===== config.mk =====
export PLATFORM = sky130hd
export DESIGN_NAME = odometry_frame_deframer_unit_flat
export DESIGN_NICKNAME = d
export VERILOG_FILES = /design/src/rtl/ofd_pkg.sv /design/src/rtl/ofd_byte_if.sv /design/src/rtl/ofd_result_if.sv /design/src/rtl/ofd_front.sv /design/src/rtl/ofd_queue.sv /design/src/rtl/ofd_fadd.sv /design/src/rtl/ofd_back.sv /design/src/rtl/odometry_frame_deframer_unit.sv /design/src/flat_wrapper.sv
export SDC_FILE = /design/constraint.sdc
export NUM_CORES = 2
export LEC_CHECK = 0
export ABC_AREA = 1
export BUFFER_PORTS_ARGS = -buffer_cell sky130_fd_sc_hd__buf_2
export CAP_MARGIN = 20
export CORE_UTILIZATION = 30
export CTS_BUF_LIST = sky130_fd_sc_hd__clkbuf_4
export DETAILED_ROUTE_END_ITERATION = 7
export GPL_TIMING_DRIVEN = 1
export HOLD_SLACK_MARGIN = 0.1
export PLACE_DENSITY = 0.5
export SETUP_SLACK_MARGIN = 0.2
export SLEW_MARGIN = 30
export SYNTH_ARGS = -nofsm -noshare
export SYNTH_HDL_FRONTEND = slang
export SYNTH_SLANG_ARGS = --single-unit

===== constraint.sdc =====
create_clock -name i_clk -period 57.6 [get_ports i_clk]
set_input_delay 2.88 -clock i_clk [delete_from_list [all_inputs] [get_ports i_clk]]
set_output_delay 2.88 -clock i_clk [all_outputs]
set_load 0.02 [all_outputs]

===== src/rtl/ofd_pkg.sv =====
// shared types, constants and a helper function of the odometry frame deframer
package ofd_pkg;

    localparam logic [7:0] SYNC_BYTE    = 8'h23;
    localparam int         PAYLOAD_LEN  = 30;
    localparam int         PAYLOAD_W    = PAYLOAD_LEN * 8;
    localparam int         QUEUE_DEPTH  = 2;
    localparam logic [31:0] QNAN_BITS   = 32'h7FC0_0000;
    localparam logic [7:0] EXP_MAX      = 8'hFF;

    // one decoded frame as it travels from front to back
    typedef struct packed {
        logic [31:0] wheel_d;
        logic [31:0] wheel_c;
        logic [31:0] wheel_b;
        logic [31:0] wheel_a;
        logic [15:0] error_level;
        logic [31:0] step_turn;
        logic [31:0] step_y;
        logic [31:0] step_x;
    } t_frame;

    typedef enum logic [1:0] {
        F_SYNC0,
        F_SYNC1,
        F_PAYLOAD,
        F_TRAIL
    } t_front_state;

    typedef enum logic [1:0] {
        B_IDLE,
        B_ISSUE,
        B_WAIT,
        B_HOLD
    } t_back_state;

    // leading zero count of a 27-bit mantissa, 27 when all zero
    function automatic logic [4:0] lzc27(input logic [26:0] m);
        logic [4:0] n;
        logic       found;
        n     = 5'd27;
        found = 1'b0;
        for (int i = 26; i >= 0; i--) begin
            if (m[i] && !found) begin
                n     = 5'(26 - i);
                found = 1'b1;
            end
        end
        return n;
    endfunction

endpackage


===== src/rtl/ofd_byte_if.sv =====
// byte stream channel carrying one received byte per word
interface ofd_byte_if;
    logic       valid;
    logic       ready;
    logic [7:0] rx_byte;

    modport source (output valid, output rx_byte, input ready);
    modport sink   (input valid, input rx_byte, output ready);
endinterface


===== src/rtl/ofd_result_if.sv =====
// result channel carrying pose, step, error level and encoder values
interface ofd_result_if;
    logic        valid;
    logic        ready;
    logic [31:0] pose_x;
    logic [31:0] pose_y;
    logic [31:0] heading;
    logic [31:0] step_x;
    logic [31:0] step_y;
    logic [31:0] step_turn;
    logic signed [15:0] error_level;
    logic [31:0] wheel_a;
    logic [31:0] wheel_b;
    logic [31:0] wheel_c;
    logic [31:0] wheel_d;

    modport source (output valid, output pose_x, output pose_y, output heading,
                    output step_x, output step_y, output step_turn, output error_level,
                    output wheel_a, output wheel_b, output wheel_c, output wheel_d,
                    input ready);
    modport sink   (input valid, input pose_x, input pose_y, input heading,
                    input step_x, input step_y, input step_turn, input error_level,
                    input wheel_a, input wheel_b, input wheel_c, input wheel_d,
                    output ready);
endinterface


===== src/rtl/ofd_front.sv =====
// sync hunt and payload gathering, pushes a complete frame into the queue
module ofd_front (
    input  logic             i_clk,
    input  logic             i_rst_n,
    ofd_byte_if.sink         i_byte,
    input  logic             i_q_full,
    output logic             o_q_push,
    output ofd_pkg::t_frame  o_q_frame
);
    import ofd_pkg::*;

    t_front_state        r_state, n_state;
    logic [4:0]          r_cnt, n_cnt;
    logic [PAYLOAD_W-1:0] r_pay;
    logic                acc;
    logic                is_sync;

    assign is_sync = (i_byte.rx_byte == SYNC_BYTE);
    assign acc     = i_byte.valid && i_byte.ready;

    // byte acceptance and frame push
    always_comb begin
        i_byte.ready = 1'b1;
        o_q_push     = 1'b0;
        unique case (r_state)
            F_TRAIL: begin
                i_byte.ready = !i_q_full;
                o_q_push     = acc;
            end
            default: ;
        endcase
    end

    // next state
    always_comb begin
        n_state = r_state;
        n_cnt   = r_cnt;
        if (acc) begin
            unique case (r_state)
                F_SYNC0: n_state = is_sync ? F_SYNC1 : F_SYNC0;
                F_SYNC1: begin
                    n_state = is_sync ? F_PAYLOAD : F_SYNC0;
                    n_cnt   = '0;
                end
                F_PAYLOAD: begin
                    n_cnt = r_cnt + 5'd1;
                    if (r_cnt == 5'(PAYLOAD_LEN - 1)) n_state = F_TRAIL;
                end
                F_TRAIL: n_state = is_sync ? F_SYNC1 : F_SYNC0;
                default: n_state = F_SYNC0;
            endcase
        end
    end

    // control registers
    always_ff @(posedge i_clk) begin
        if (!i_rst_n) begin
            r_state <= F_SYNC0;
            r_cnt   <= '0;
        end else begin
            r_state <= n_state;
            r_cnt   <= n_cnt;
        end
    end

    // payload shift line, first byte ends up lowest
    always_ff @(posedge i_clk) begin
        if (acc && r_state == F_PAYLOAD) begin
            r_pay <= {i_byte.rx_byte, r_pay[PAYLOAD_W-1:8]};
        end
    end

    assign o_q_frame = t_frame'(r_pay);
endmodule


===== src/rtl/ofd_queue.sv =====
// small frame queue between front and back
module ofd_queue #(
    parameter int DEPTH = ofd_pkg::QUEUE_DEPTH
) (
    input  logic             i_clk,
    input  logic             i_rst_n,
    input  logic             i_push,
    input  ofd_pkg::t_frame  i_data,
    input  logic             i_pop,
    output ofd_pkg::t_frame  o_data,
    output logic             o_full,
    output logic             o_empty
);
    import ofd_pkg::*;

    localparam int AW = (DEPTH > 1) ? $clog2(DEPTH) : 1;

    t_frame          r_mem [DEPTH];
    logic [AW-1:0]   r_wp, r_rp;
    logic [AW:0]     r_cnt;

    assign o_full  = (r_cnt == (AW+1)'(DEPTH));
    assign o_empty = (r_cnt == '0);
    assign o_data  = r_mem[r_rp];

    // pointers and fill count
    always_ff @(posedge i_clk) begin
        if (!i_rst_n) begin
            r_wp  <= '0;
            r_rp  <= '0;
            r_cnt <= '0;
        end else begin
            if (i_push) r_wp <= (r_wp == AW'(DEPTH - 1)) ? '0 : r_wp + 1'b1;
            if (i_pop)  r_rp <= (r_rp == AW'(DEPTH - 1)) ? '0 : r_rp + 1'b1;
            r_cnt <= r_cnt + (AW+1)'(i_push) - (AW+1)'(i_pop);
        end
    end

    // storage
    always_ff @(posedge i_clk) begin
        if (i_push) r_mem[r_wp] <= i_data;
    end
endmodule


===== src/rtl/ofd_fadd.sv =====
// four-stage binary32 adder, round to nearest even, subnormals kept
module ofd_fadd (
    input  logic        i_clk,
    input  logic        i_rst_n,
    input  logic        i_start,
    input  logic [31:0] i_a,
    input  logic [31:0] i_b,
    output logic        o_done,
    output logic [31:0] o_sum
);
    import ofd_pkg::*;

    // stage 1 signals
    logic [7:0]  ea, eb, eh, el, d;
    logic [26:0] ma, mb, mh, ml, ml_al;
    logic        sa, sb, sh_s, nan_a, nan_b, swap;
    logic        spec;
    logic [31:0] spec_val;

    logic        r1_v, r1_spec, r1_s, r1_sub;
    logic [31:0] r1_sv;
    logic [7:0]  r1_e;
    logic [26:0] r1_mh, r1_ml;

    logic [27:0] sum;
    logic        r2_v, r2_spec, r2_s, r2_sub;
    logic [31:0] r2_sv;
    logic [7:0]  r2_e;
    logic [27:0] r2_m;

    logic [26:0] m3;
    logic [9:0]  e3;
    logic [4:0]  lz, sh3;
    logic [7:0]  emax;
    logic        r3_v, r3_spec, r3_s;
    logic [31:0] r3_sv;
    logic [26:0] r3_m;
    logic [9:0]  r3_e;
    logic [4:0]  r3_sh;

    logic [26:0] mn;
    logic [9:0]  en;
    logic [24:0] mr;
    logic [2:0]  rb;
    logic [31:0] res4;

    logic        r4_v;
    logic [31:0] r4_sum;

    // unpack, special operands, swap and align
    always_comb begin
        ea    = i_a[30:23];
        eb    = i_b[30:23];
        sa    = i_a[31];
        sb    = i_b[31];
        nan_a = (ea == EXP_MAX) && (i_a[22:0] != '0);
        nan_b = (eb == EXP_MAX) && (i_b[22:0] != '0);
        spec     = 1'b1;
        spec_val = '0;
        if (nan_a || nan_b) begin
            spec_val = QNAN_BITS;
        end else if (ea == EXP_MAX) begin
            spec_val = (eb == EXP_MAX && sa != sb) ? QNAN_BITS : i_a;
        end else if (eb == EXP_MAX) begin
            spec_val = i_b;
        end else if (i_a[30:0] == '0 && i_b[30:0] == '0) begin
            spec_val = {sa & sb, 31'd0};
        end else begin
            spec = 1'b0;
        end
        ma = {(ea != 8'd0), i_a[22:0], 3'b000};
        mb = {(eb != 8'd0), i_b[22:0], 3'b000};
        if (ea == 8'd0) ea = 8'd1;
        if (eb == 8'd0) eb = 8'd1;
        swap = (eb > ea) || (eb == ea && mb > ma);
        eh   = swap ? eb : ea;
        el   = swap ? ea : eb;
        mh   = swap ? mb : ma;
        ml   = swap ? ma : mb;
        sh_s = swap ? sb : sa;
        d    = eh - el;
        if (d >= 8'd27) begin
            ml_al = {26'd0, (ml != '0)};
        end else begin
            ml_al = (ml >> d[4:0])
                  | {26'd0, ((ml & ~({27{1'b1}} << d[4:0])) != '0)};
        end
    end

    // add or subtract magnitudes
    assign sum = r1_sub ? ({1'b0, r1_mh} - {1'b0, r1_ml})
                        : ({1'b0, r1_mh} + {1'b0, r1_ml});

    // carry fold or normalize amount
    always_comb begin
        lz   = lzc27(r2_m[26:0]);
        emax = r2_e - 8'd1;
        if (r2_m[27]) begin
            m3  = {r2_m[27:2], r2_m[1] | r2_m[0]};
            e3  = {2'b00, r2_e} + 10'd1;
            sh3 = '0;
        end else begin
            m3  = r2_m[26:0];
            e3  = {2'b00, r2_e};
            if (r2_sub) sh3 = ({3'b000, lz} > emax) ? emax[4:0] : lz;
            else        sh3 = '0;
        end
    end

    // shift, round and pack
    always_comb begin
        mn = r3_m << r3_sh;
        en = r3_e - {5'd0, r3_sh};
        rb = mn[2:0];
        mr = {1'b0, mn[26:3]};
        if (rb > 3'd4 || (rb == 3'd4 && mr[0])) mr = mr + 25'd1;
        if (mr[24]) begin
            mr = mr >> 1;
            en = en + 10'd1;
        end
        if (r3_spec) begin
            res4 = r3_sv;
        end else if (en >= 10'd255) begin
            res4 = {r3_s, 31'h7F80_0000};
        end else begin
            res4 = {r3_s, (mr[23] ? en[7:0] : 8'd0), mr[22:0]};
        end
    end

    // stage valid bits
    always_ff @(posedge i_clk) begin
        if (!i_rst_n) begin
            r1_v <= 1'b0;
            r2_v <= 1'b0;
            r3_v <= 1'b0;
            r4_v <= 1'b0;
        end else begin
            r1_v <= i_start;
            r2_v <= r1_v;
            r3_v <= r2_v;
            r4_v <= r3_v;
        end
    end

    // stage data
    always_ff @(posedge i_clk) begin
        r1_spec <= spec;
        r1_sv   <= spec_val;
        r1_s    <= sh_s;
        r1_sub  <= (sa != sb);
        r1_e    <= eh;
        r1_mh   <= mh;
        r1_ml   <= ml_al;

        r2_spec <= r1_spec || (r1_sub && sum == '0);
        r2_sv   <= r1_spec ? r1_sv : 32'd0;
        r2_s    <= r1_s;
        r2_sub  <= r1_sub;
        r2_e    <= r1_e;
        r2_m    <= sum;

        r3_spec <= r2_spec;
        r3_sv   <= r2_sv;
        r3_s    <= r2_s;
        r3_m    <= m3;
        r3_e    <= e3;
        r3_sh   <= sh3;

        r4_sum  <= res4;
    end

    assign o_done = r4_v;
    assign o_sum  = r4_sum;
endmodule


===== src/rtl/ofd_back.sv =====
// pose accumulation over queued frames and result register
module ofd_back (
    input  logic             i_clk,
    input  logic             i_rst_n,
    input  logic             i_q_empty,
    input  ofd_pkg::t_frame  i_q_frame,
    output logic             o_q_pop,
    ofd_result_if.source     o_result
);
    import ofd_pkg::*;

    t_back_state  r_state, n_state;
    t_frame       r_frame;
    logic [31:0]  r_pose [3];
    logic [1:0]   r_k;
    logic         r_ovalid;
    logic [31:0]  r_ox, r_oy, r_oh;
    t_frame       r_of;
    logic         add_start, add_done;
    logic [31:0]  add_sum, step_sel;
    logic         out_free, load_out;

    assign out_free = !r_ovalid || o_result.ready;

    // velocity word for the current pose slot
    always_comb begin
        case (r_k)
            2'd0:    step_sel = r_frame.step_x;
            2'd1:    step_sel = r_frame.step_y;
            default: step_sel = r_frame.step_turn;
        endcase
    end

    ofd_fadd u_fadd (
        .i_clk   (i_clk),
        .i_rst_n (i_rst_n),
        .i_start (add_start),
        .i_a     (r_pose[r_k]),
        .i_b     (step_sel),
        .o_done  (add_done),
        .o_sum   (add_sum)
    );

    // next state
    always_comb begin
        n_state = r_state;
        unique case (r_state)
            B_IDLE:  if (!i_q_empty) n_state = B_ISSUE;
            B_ISSUE: n_state = B_WAIT;
            B_WAIT:  if (add_done) n_state = (r_k == 2'd2) ? B_HOLD : B_ISSUE;
            B_HOLD:  if (out_free) n_state = B_IDLE;
            default: n_state = B_IDLE;
        endcase
    end

    // outputs of the sequencer
    always_comb begin
        o_q_pop   = 1'b0;
        add_start = 1'b0;
        load_out  = 1'b0;
        unique case (r_state)
            B_IDLE:  o_q_pop   = !i_q_empty;
            B_ISSUE: add_start = 1'b1;
            B_HOLD:  load_out  = out_free;
            default: ;
        endcase
    end

    // control state and pose, slot index wraps after the heading
    always_ff @(posedge i_clk) begin
        if (!i_rst_n) begin
            r_state  <= B_IDLE;
            r_k      <= '0;
            r_ovalid <= 1'b0;
            r_pose   <= '{default: 32'd0};
        end else begin
            r_state <= n_state;
            if (o_q_pop) r_k <= '0;
            if (r_state == B_WAIT && add_done) begin
                r_pose[r_k] <= add_sum;
                r_k         <= (r_k == 2'd2) ? 2'd0 : r_k + 2'd1;
            end
            if (load_out)              r_ovalid <= 1'b1;
            else if (o_result.ready)   r_ovalid <= 1'b0;
        end
    end

    // frame and result payload
    always_ff @(posedge i_clk) begin
        if (o_q_pop) r_frame <= i_q_frame;
        if (load_out) begin
            r_ox <= r_pose[0];
            r_oy <= r_pose[1];
            r_oh <= r_pose[2];
            r_of <= r_frame;
        end
    end

    assign o_result.valid       = r_ovalid;
    assign o_result.pose_x      = r_ox;
    assign o_result.pose_y      = r_oy;
    assign o_result.heading     = r_oh;
    assign o_result.step_x      = r_of.step_x;
    assign o_result.step_y      = r_of.step_y;
    assign o_result.step_turn   = r_of.step_turn;
    assign o_result.error_level = signed'(r_of.error_level);
    assign o_result.wheel_a     = r_of.wheel_a;
    assign o_result.wheel_b     = r_of.wheel_b;
    assign o_result.wheel_c     = r_of.wheel_c;
    assign o_result.wheel_d     = r_of.wheel_d;
endmodule


===== src/rtl/odometry_frame_deframer_unit.sv =====
// top level of the odometry frame deframer
// Takes one serial byte per word and accepts a byte every cycle, save for the
// input stall below. Frames are two '#' sync bytes, 30 payload bytes and a
// trailing byte; the trailing byte completes the frame and, if it is '#', also
// serves as the next first sync. A completed frame goes into a two-entry queue;
// the back end then adds the three velocity words to the pose with one
// four-stage binary32 adder used three times in turn, and loads the result
// register once the third add is done and the previous result has been taken.
// It pops the next frame only after that load. Input stalls only on a trailing
// byte while the queue is full, which at one byte per cycle never happens
// unless the result side is held off. Pose starts at +0.0 after reset.
module odometry_frame_deframer_unit #(
    parameter int QUEUE_DEPTH = ofd_pkg::QUEUE_DEPTH
) (
    input  logic          i_clk,
    input  logic          i_rst_n,
    ofd_byte_if.sink      i_byte,
    ofd_result_if.source  o_result
);
    import ofd_pkg::*;

    logic   q_push, q_pop, q_full, q_empty;
    t_frame q_in, q_out;

    // sync hunt and payload gathering
    ofd_front u_front (
        .i_clk     (i_clk),
        .i_rst_n   (i_rst_n),
        .i_byte    (i_byte),
        .i_q_full  (q_full),
        .o_q_push  (q_push),
        .o_q_frame (q_in)
    );

    // frame queue
    ofd_queue #(.DEPTH(QUEUE_DEPTH)) u_queue (
        .i_clk   (i_clk),
        .i_rst_n (i_rst_n),
        .i_push  (q_push),
        .i_data  (q_in),
        .i_pop   (q_pop),
        .o_data  (q_out),
        .o_full  (q_full),
        .o_empty (q_empty)
    );

    // pose accumulation
    ofd_back u_back (
        .i_clk     (i_clk),
        .i_rst_n   (i_rst_n),
        .i_q_empty (q_empty),
        .i_q_frame (q_out),
        .o_q_pop   (q_pop),
        .o_result  (o_result)
    );
endmodule


===== src/flat_wrapper.sv =====
// flat-port wrapper written by rule: the top's interface ports become plain ports
module odometry_frame_deframer_unit_flat import ofd_pkg::*;
#(
    parameter int QUEUE_DEPTH = ofd_pkg::QUEUE_DEPTH
)
  (i_clk, i_rst_n, i_byte_valid, i_byte_rx_byte, i_byte_ready, o_result_valid, o_result_pose_x, o_result_pose_y, o_result_heading, o_result_step_x, o_result_step_y, o_result_step_turn, o_result_error_level, o_result_wheel_a, o_result_wheel_b, o_result_wheel_c, o_result_wheel_d, o_result_ready);
  ofd_byte_if i_byte_i ();
  ofd_result_if o_result_i ();
  input  logic i_clk;
  input  logic i_rst_n;
  input wire logic [$bits(i_byte_i.valid)-1:0] i_byte_valid;
  input wire logic [$bits(i_byte_i.rx_byte)-1:0] i_byte_rx_byte;
  output wire logic [$bits(i_byte_i.ready)-1:0] i_byte_ready;
  output wire logic [$bits(o_result_i.valid)-1:0] o_result_valid;
  output wire logic [$bits(o_result_i.pose_x)-1:0] o_result_pose_x;
  output wire logic [$bits(o_result_i.pose_y)-1:0] o_result_pose_y;
  output wire logic [$bits(o_result_i.heading)-1:0] o_result_heading;
  output wire logic [$bits(o_result_i.step_x)-1:0] o_result_step_x;
  output wire logic [$bits(o_result_i.step_y)-1:0] o_result_step_y;
  output wire logic [$bits(o_result_i.step_turn)-1:0] o_result_step_turn;
  output wire logic [$bits(o_result_i.error_level)-1:0] o_result_error_level;
  output wire logic [$bits(o_result_i.wheel_a)-1:0] o_result_wheel_a;
  output wire logic [$bits(o_result_i.wheel_b)-1:0] o_result_wheel_b;
  output wire logic [$bits(o_result_i.wheel_c)-1:0] o_result_wheel_c;
  output wire logic [$bits(o_result_i.wheel_d)-1:0] o_result_wheel_d;
  input wire logic [$bits(o_result_i.ready)-1:0] o_result_ready;
  assign i_byte_i.valid = i_byte_valid;
  assign i_byte_i.rx_byte = i_byte_rx_byte;
  assign i_byte_ready = i_byte_i.ready;
  assign o_result_valid = o_result_i.valid;
  assign o_result_pose_x = o_result_i.pose_x;
  assign o_result_pose_y = o_result_i.pose_y;
  assign o_result_heading = o_result_i.heading;
  assign o_result_step_x = o_result_i.step_x;
  assign o_result_step_y = o_result_i.step_y;
  assign o_result_step_turn = o_result_i.step_turn;
  assign o_result_error_level = o_result_i.error_level;
  assign o_result_wheel_a = o_result_i.wheel_a;
  assign o_result_wheel_b = o_result_i.wheel_b;
  assign o_result_wheel_c = o_result_i.wheel_c;
  assign o_result_wheel_d = o_result_i.wheel_d;
  assign o_result_i.ready = o_result_ready;
  odometry_frame_deframer_unit #(.QUEUE_DEPTH(QUEUE_DEPTH)) u_core (.i_clk(i_clk), .i_rst_n(i_rst_n), .i_byte(i_byte_i), .o_result(o_result_i));
endmodule

# Yosys cells after proc, flatten, opt, wreduce, memory -nomap -nowiden
# Memories as Yosys holds them, arrays and structs flattened. A register that Yosys moved wholly into a read port is not among the register bits.
# Index checks and enable logic that the tools add are counted.
# op_classes
eq_ne,20
div_mod_pow,0
addsub,14
reduce_logical,95
n_mux,107
order_cmp,8
n_mul,0
n_bitwise,7
n_shift,3
# op_table
op,n
32-bit two-way mux,8
5-bit two-way mux,28
96-bit bitwise mux,1
32-bit binary-select mux with 2-bit select,1
32-bit demux with 2-bit select,1
32-bit case mux with 2 select lines,1
31-bit logical NOT,2
27-bit two-way mux,2
27-bit nonzero test,2
8-bit two-way mux,6
23-bit nonzero test,2
1-bit two-way mux,41
1-bit logical AND,37
31-bit two-way mux,1
1-bit logical NOT,29
27-bit by 27-bit adder with 28-bit output,1
28-bit logical NOT,1
28-bit two-way mux,1
27-bit by 27-bit subtractor with 28-bit output,1
27-bit bitwise AND,1
27-bit greater-than comparator,1
27-bit inverter,1
27-bit by 1-bit OR with 27-bit output,1
27-bit by 5-bit left shift with 27-bit output,1
51 further kinds,83
# word_totals
ram_bits,480
rom_bits,0
latchBits,0
input_bits,12
regBits,967
elab_cells,305
out_inout_bits,338
mem_count,1
# memory_table
name,words,width,read_ports,rd_ports_with_merged_regs,write_ports,line,source
u_core.u_queue.r_mem,2,240,1,1,1,ofd_queue.sv:18,t_frame r_mem [DEPTH];

# Depth between registers and ports, before layout
# logic_depth
ltp_word,81
mapped_depth,38
depth_no_buf,35

# Hierarchy
# From an unflattened synthesis, not the netlist that was laid out.
# unflattened
cells_unflattened,4905
hier_area_um2,64939.8
# by_module_without_submodules
module,cells_each,area_each_um2,seq_area_each_um2,n_inst
ofd_back,1400,22374.0,19318.5,1
ofd_queue,780,18564.1,14513.9,1
ofd_fadd,2405,16284.4,5525.3,1
ofd_front,320,7717.4,7347.0,1

# Worst setup path before layout
# OpenSTA, ideal clock, no wires.
# synth_path
path_kind,register to register
start,register u_core.u_queue.r_cnt[0]
end,register u_core.u_queue.r_cnt[1]
path_buffers,0
synth_period_minus_slack_ns,20.913
arrival_time_ns,20.844
slack_ns,36.687
t_required_ns,57.530
setup_ns,0.070
path_stages_with_launch,9
path_cell_list,dfxtp_1 > inv_1 > a211oi_1 > ha_1 > inv_1 > ha_1 > xor2_1 > o21ai_0 > a21oi_1
# synth_via
elab_cells_between_ends,10
classes_between,add/sub: 2; eq/ne: 1; mux: 3; reduce/logical: 4
# synth_rtl
item,line,source
start: declaration,ofd_queue.sv:20,logic [AW:0] r_cnt;
start signal: assignment,ofd_queue.sv:35,r_cnt <= r_cnt + (AW+1)'(i_push) - (AW+1)'(i_pop);
2-bit logical NOT,ofd_queue.sv:23,assign o_empty = (r_cnt == '0);
1-bit logical NOT,ofd_back.sv:62,B_IDLE: o_q_pop = !i_q_empty;
1-bit two-way mux,ofd_back.sv:61,unique case (r_state)
via u_core.q_pop,odometry_frame_deframer_unit.sv:22,"logic q_push, q_pop, q_full, q_empty;"
2-bit by 1-bit subtractor with 2-bit output,ofd_queue.sv:35,
# The timed path passes the listed nets, and every way through them passes these cells.
# A chain may end at the register's enable or synchronous reset.

# Worst setup path after layout
# layout_path
start,register u_core.u_back.r_k[1]
end,register u_core.u_back.u_fadd.r1_ml[15]
# layout_via
elab_chain_cells,13
elab_cells_between_ends,25
classes_between,add/sub: 1; order compare: 3; eq/ne: 2; shift: 1; mux: 9; bitwise: 2; reduce/logical: 7
# layout_rtl
item,line,source
start: declaration,ofd_back.sv:15,logic [1:0] r_k;
start signal: assignment,ofd_back.sv:81,r_k <= (r_k == 2'd2) ? 2'd0 : r_k + 2'd1;
branches (longest 9 deep; another with 27-bit greater-than comparator),--,
8-bit two-way mux (*),ofd_fadd.sv:76,eh = swap ? eb : ea;
via u_core.u_back.u_fadd.eh[3],ofd_fadd.sv:14,"logic [7:0] ea, eb, eh, el, d;"
8-bit subtractor (*),ofd_fadd.sv:81,d = eh - el;
27-bit by 5-bit >> shifter with 27-bit output,ofd_fadd.sv:85,ml_al = (ml >> d[4:0])
27-bit by 1-bit OR with 27-bit output,ofd_fadd.sv:86,"| {26'd0, ((ml & ~({27{1'b1}} << d[4:0])) != '0)};"
end signal: assignment,ofd_fadd.sv:153,r1_ml <= ml_al;
end: declaration,ofd_fadd.sv:23,"logic [26:0] r1_mh, r1_ml;"
# Mark *: on every way through the listed nets, which the timed path passes. The select of a mux whose other input is x is not followed.

==> flow_metrics.py <==
metrics = {
    "placed_design": {
        "hpwl_um": 122000,
        "io_buffers": 349,
        "gp_congestion": 0.891,
    },
    "sta": {
        "max_freq_ghz": 0.135,
        "maxSlewViolCount": 0,
        "finalCriticalPeriod_ns": 7.39,
        "hold_viol": 0,
        "worst_hold_slack_ns": 0.271,
        "period_share": 0.128,
        "rsz0062_at_grt": "no",
        "tns_ns": 0,
        "skew_ns": 0.188,
        "slew_headroom": 0.352,
        "finalSetupViolCount": 0,
        "worst_pin_slew_ns": 0.972,
    },
    "cts": {
        "cts_resized": 0,
        "cts_buffer_depth": 4,
        "cts_setup_buffers": 0,
        "ctsHoldBuffers": 0,
        "htreeDepth": 5,
        "cts_tree": "built",
        "cts-root-buf": "clkbuf_4",
        "cts_inserted_buffers": 455,
        "insertion_delay_ns": 1.44,
        "clkSinkCount": 1684,
        "cts.reportedPaths.clkPinSlew_ns": 0.06,
    },
    "layout": {
        "layout.nets": 6026,
        "final_layout_size_suffix_gt1_frac": 0.196,
        "area_delta_synth_final_pct": 16.8,
    },
    "yosys": {
        "synth.top_cells.by_count": "nand2_1, edfxtp_1, dfxtp_1",
        "synth_async_sr_flop_share": 0,
        "synth-edff-count": 1296,
        "synth_seq_cells": 1684,
        "yosysWarnings": 0,
        "synth.most_common_cell": "nand2_1",
        "yosys-top-cells-area": "edfxtp_1, dfxtp_1, nand2_1, nor2_1, o21ai_0",
        "yosys.area.top_type_share": 0.613,
        "synth_cells": 5242,
        "synth_area_sq_um": 63500,
        "yosys.cell_types.count": 70,
        "synth_area_per_cell_sq_um": 12.1,
        "yosysTopAreaCell": "edfxtp_1",
        "synth_top_flop_cell": "edfxtp_1",
        "seq_area_frac_synth": 0.735,
    },
    "status": {
        "status": "finished clean",
    },
    "worst_hold_path": {
        "min_path_type": "reg2reg",
        "hp-start": "u_core.u_back.u_fadd.r2_sv[15]",
        "min_delay_path_depth": 0,
    },
    "floorplanning": {
        "io_pins": 350,
        "start_util": 0.302,
        "row_count": 168,
        "die_w_um": 462,
        "die_area_sq_um": 214000,
        "die_h_um": 462,
        "coreArea_sq_um": 210000,
    },
    "global_routing": {
        "grt_pass1_wl_um": 260000,
        "grtUsageTotal": 0.166,
        "grt_max_degree": 133,
        "overflow": 0,
        "grt_pass1_vias": 40038,
        "antenna_found_initial": 4,
    },
    "detailed_routing": {
        "dr.pass1.iters": 5,
        "drcViolationCount": 0,
        "num_vias": 40160,
        "vias_per_cell": 4.44,
        "final_antenna_net_count": 0,
        "routedWlPerCell_um": 19.8,
        "drt_wl_total_um": 180000,
        "drt-initial-drc-count": 2577,
    },
    "setup_path": {
        "cp_max_fo": 79,
        "path_class": "reg2reg",
        "cp_slowest_cell": "nor2_4",
        "critPathLaunch": "u_core.u_back.r_k[1]",
        "cp.required_ns": 58.78,
        "cp_common_cell": "nand2_1",
        "startpoint_type": "flip-flop",
        "r2r_cells": 29,
        "arrival_ns": 8.57,
        "endpoint_kind": "flip-flop",
        "r2r_start": "u_core.u_back.r_k[1]",
        "cp_slowest_stage_delay_ns": 0.78,
    },
    "power": {
        "peakVddDrop_uv": 46.1,
        "power_leakage_nw": 29.4,
        "powerDensity_nw_per_um2": 54.2,
    },
    "run": {
        "cap_violations": 0,
    },
}
==> stage by stage <==
step	util	area [sq um]	power [W]	worst slack (ns)	cells
after floorplan	-	63600	0.00259	36.69	5263
after global placement	0.326	68500	0.00303	50.03	8275
after detailed placement	0.326	68500	0.00303	49.98	8275
after global routing	0.353	74200	0.00430	49.49	9051
after CTS	0.353	74100	0.00409	50.19	9039
final	0.353	74200	0.00402	50.21	9052
==> sequential cells by signal, summed over array words and instances (netlist names), 28 cells and up <==
register                          count
u_core.u_back.o_result.step_x        32
u_core.u_back.o_result.step_turn     32
u_core.u_back.o_result.heading       32
u_core.u_back.o_result.step_y        32
u_core.u_back.u_fadd.r2_sv           32
u_core.u_back.o_result.pose_y        32
u_core.u_back.u_fadd.r1_sv           32
u_core.u_back.r_frame               240
u_core.u_back.u_fadd.r2_m            28
u_core.u_back.o_result.pose_x        32
u_core.u_back.u_fadd.o_sum           32
u_core.u_front.o_q_frame            240
u_core.u_back.r_pose                 96
u_core.u_back.u_fadd.r3_sv           32
u_core.u_back.o_result.wheel_d       32
u_core.u_queue.r_mem                480
u_core.u_back.o_result.wheel_c       32
u_core.u_back.o_result.wheel_b       32
u_core.u_back.o_result.wheel_a       32
==> power by group <==
group | total, W | internal, W | switching [W]
Clock | 0.00104 | 0.000558 | 0.000477
Sequential | 0.00170 | 0.00155 | 0.000157
Combinational | 0.00128 | 0.000371 | 0.000913
Total | 0.00402 | 0.00247 | 0.00155
==> layout by cell type, fill, tap and decap left out, types with 23 or more instances in the layout <==
master    count
a21oi_1     106
a22oi_1      25
and2_1       31
buf_2       349
buf_4        43
clkbuf_4    679
clkinv_1     73
dfxtp_1     386
edfxtp_1   1296
ha_1         81
inv_1       338
nand2_1    1474
nand3_1     182
nand4_1      43
nor2_1      370
nor2_4       23
nor3_1       32
o21a_1       27
o21ai_0     266
o21ai_1      41
xnor2_1      30
xor2_1       54
==> logic make-up (layout without fill, tap and decap cells) <==
kind of cell | after synthesis | in the layout | share of synthesized area
mux | 10 | 10 | 0.00158
fa+ha+maj | 83 | 83 | 0.0165
compound gates | 567 | 567 | 0.0517
flops | 1684 | 1684 | 0.735
buf+inv | 548 | 1523 | 0.0343
xor+xnor | 84 | 84 | 0.0116
other cells | 1 | 31 | 0.0000590
simple gates | 2265 | 2265 | 0.149
==> per-layer routing <==
| layer | up-vias | track usage | part of all wire |
|---|---|---|---|
| li1 | 19526 | - | - |
| met1 | 19263 | 0.193 | 0.40 |
| met2 | 1071 | 0.283 | 0.50 |
| met3 | 300 | 0.0492 | 0.062 |
| met4 | 0 | 0.0711 | 0.036 |
| met5 | - | 0 | 0 |
==> worst paths after layout <==
kind	to	slack, ns
max reg2reg	u_core.u_back.u_fadd.r1_ml[15]	50.21
min reg2reg	u_core.u_back.u_fadd.r3_sv[15]	0.27
min	u_core.u_back.u_fadd.r3_sv[15]	0.27
max	u_core.u_back.u_fadd.r1_ml[15]	50.21
==> worst max-delay path, delay by kind of cell, from the launching register on <==
kind,cells,cell delay (ns)
AO/OA/AOI/OAI,5,0.62
adder cells (fa/ha/maj),1,0.74
buffers and inverters,6,1.70
flip-flops,1,0.63
AND/OR/NAND/NOR,17,3.48
==> layout make-up <==
type | instances | area, sq um
fill | 20832 | 136000
sequential | 1684 | 46700
multi-input combinational | 3031 | 14800
clock buffer | 679 | 5100
tap | 2805 | 3510
timing repair buffer | 399 | 2240
inverter | 360 | 1360
clock inverter | 85 | 499
antenna | 9 | 22.5
(Power assumes the default switching activity.)
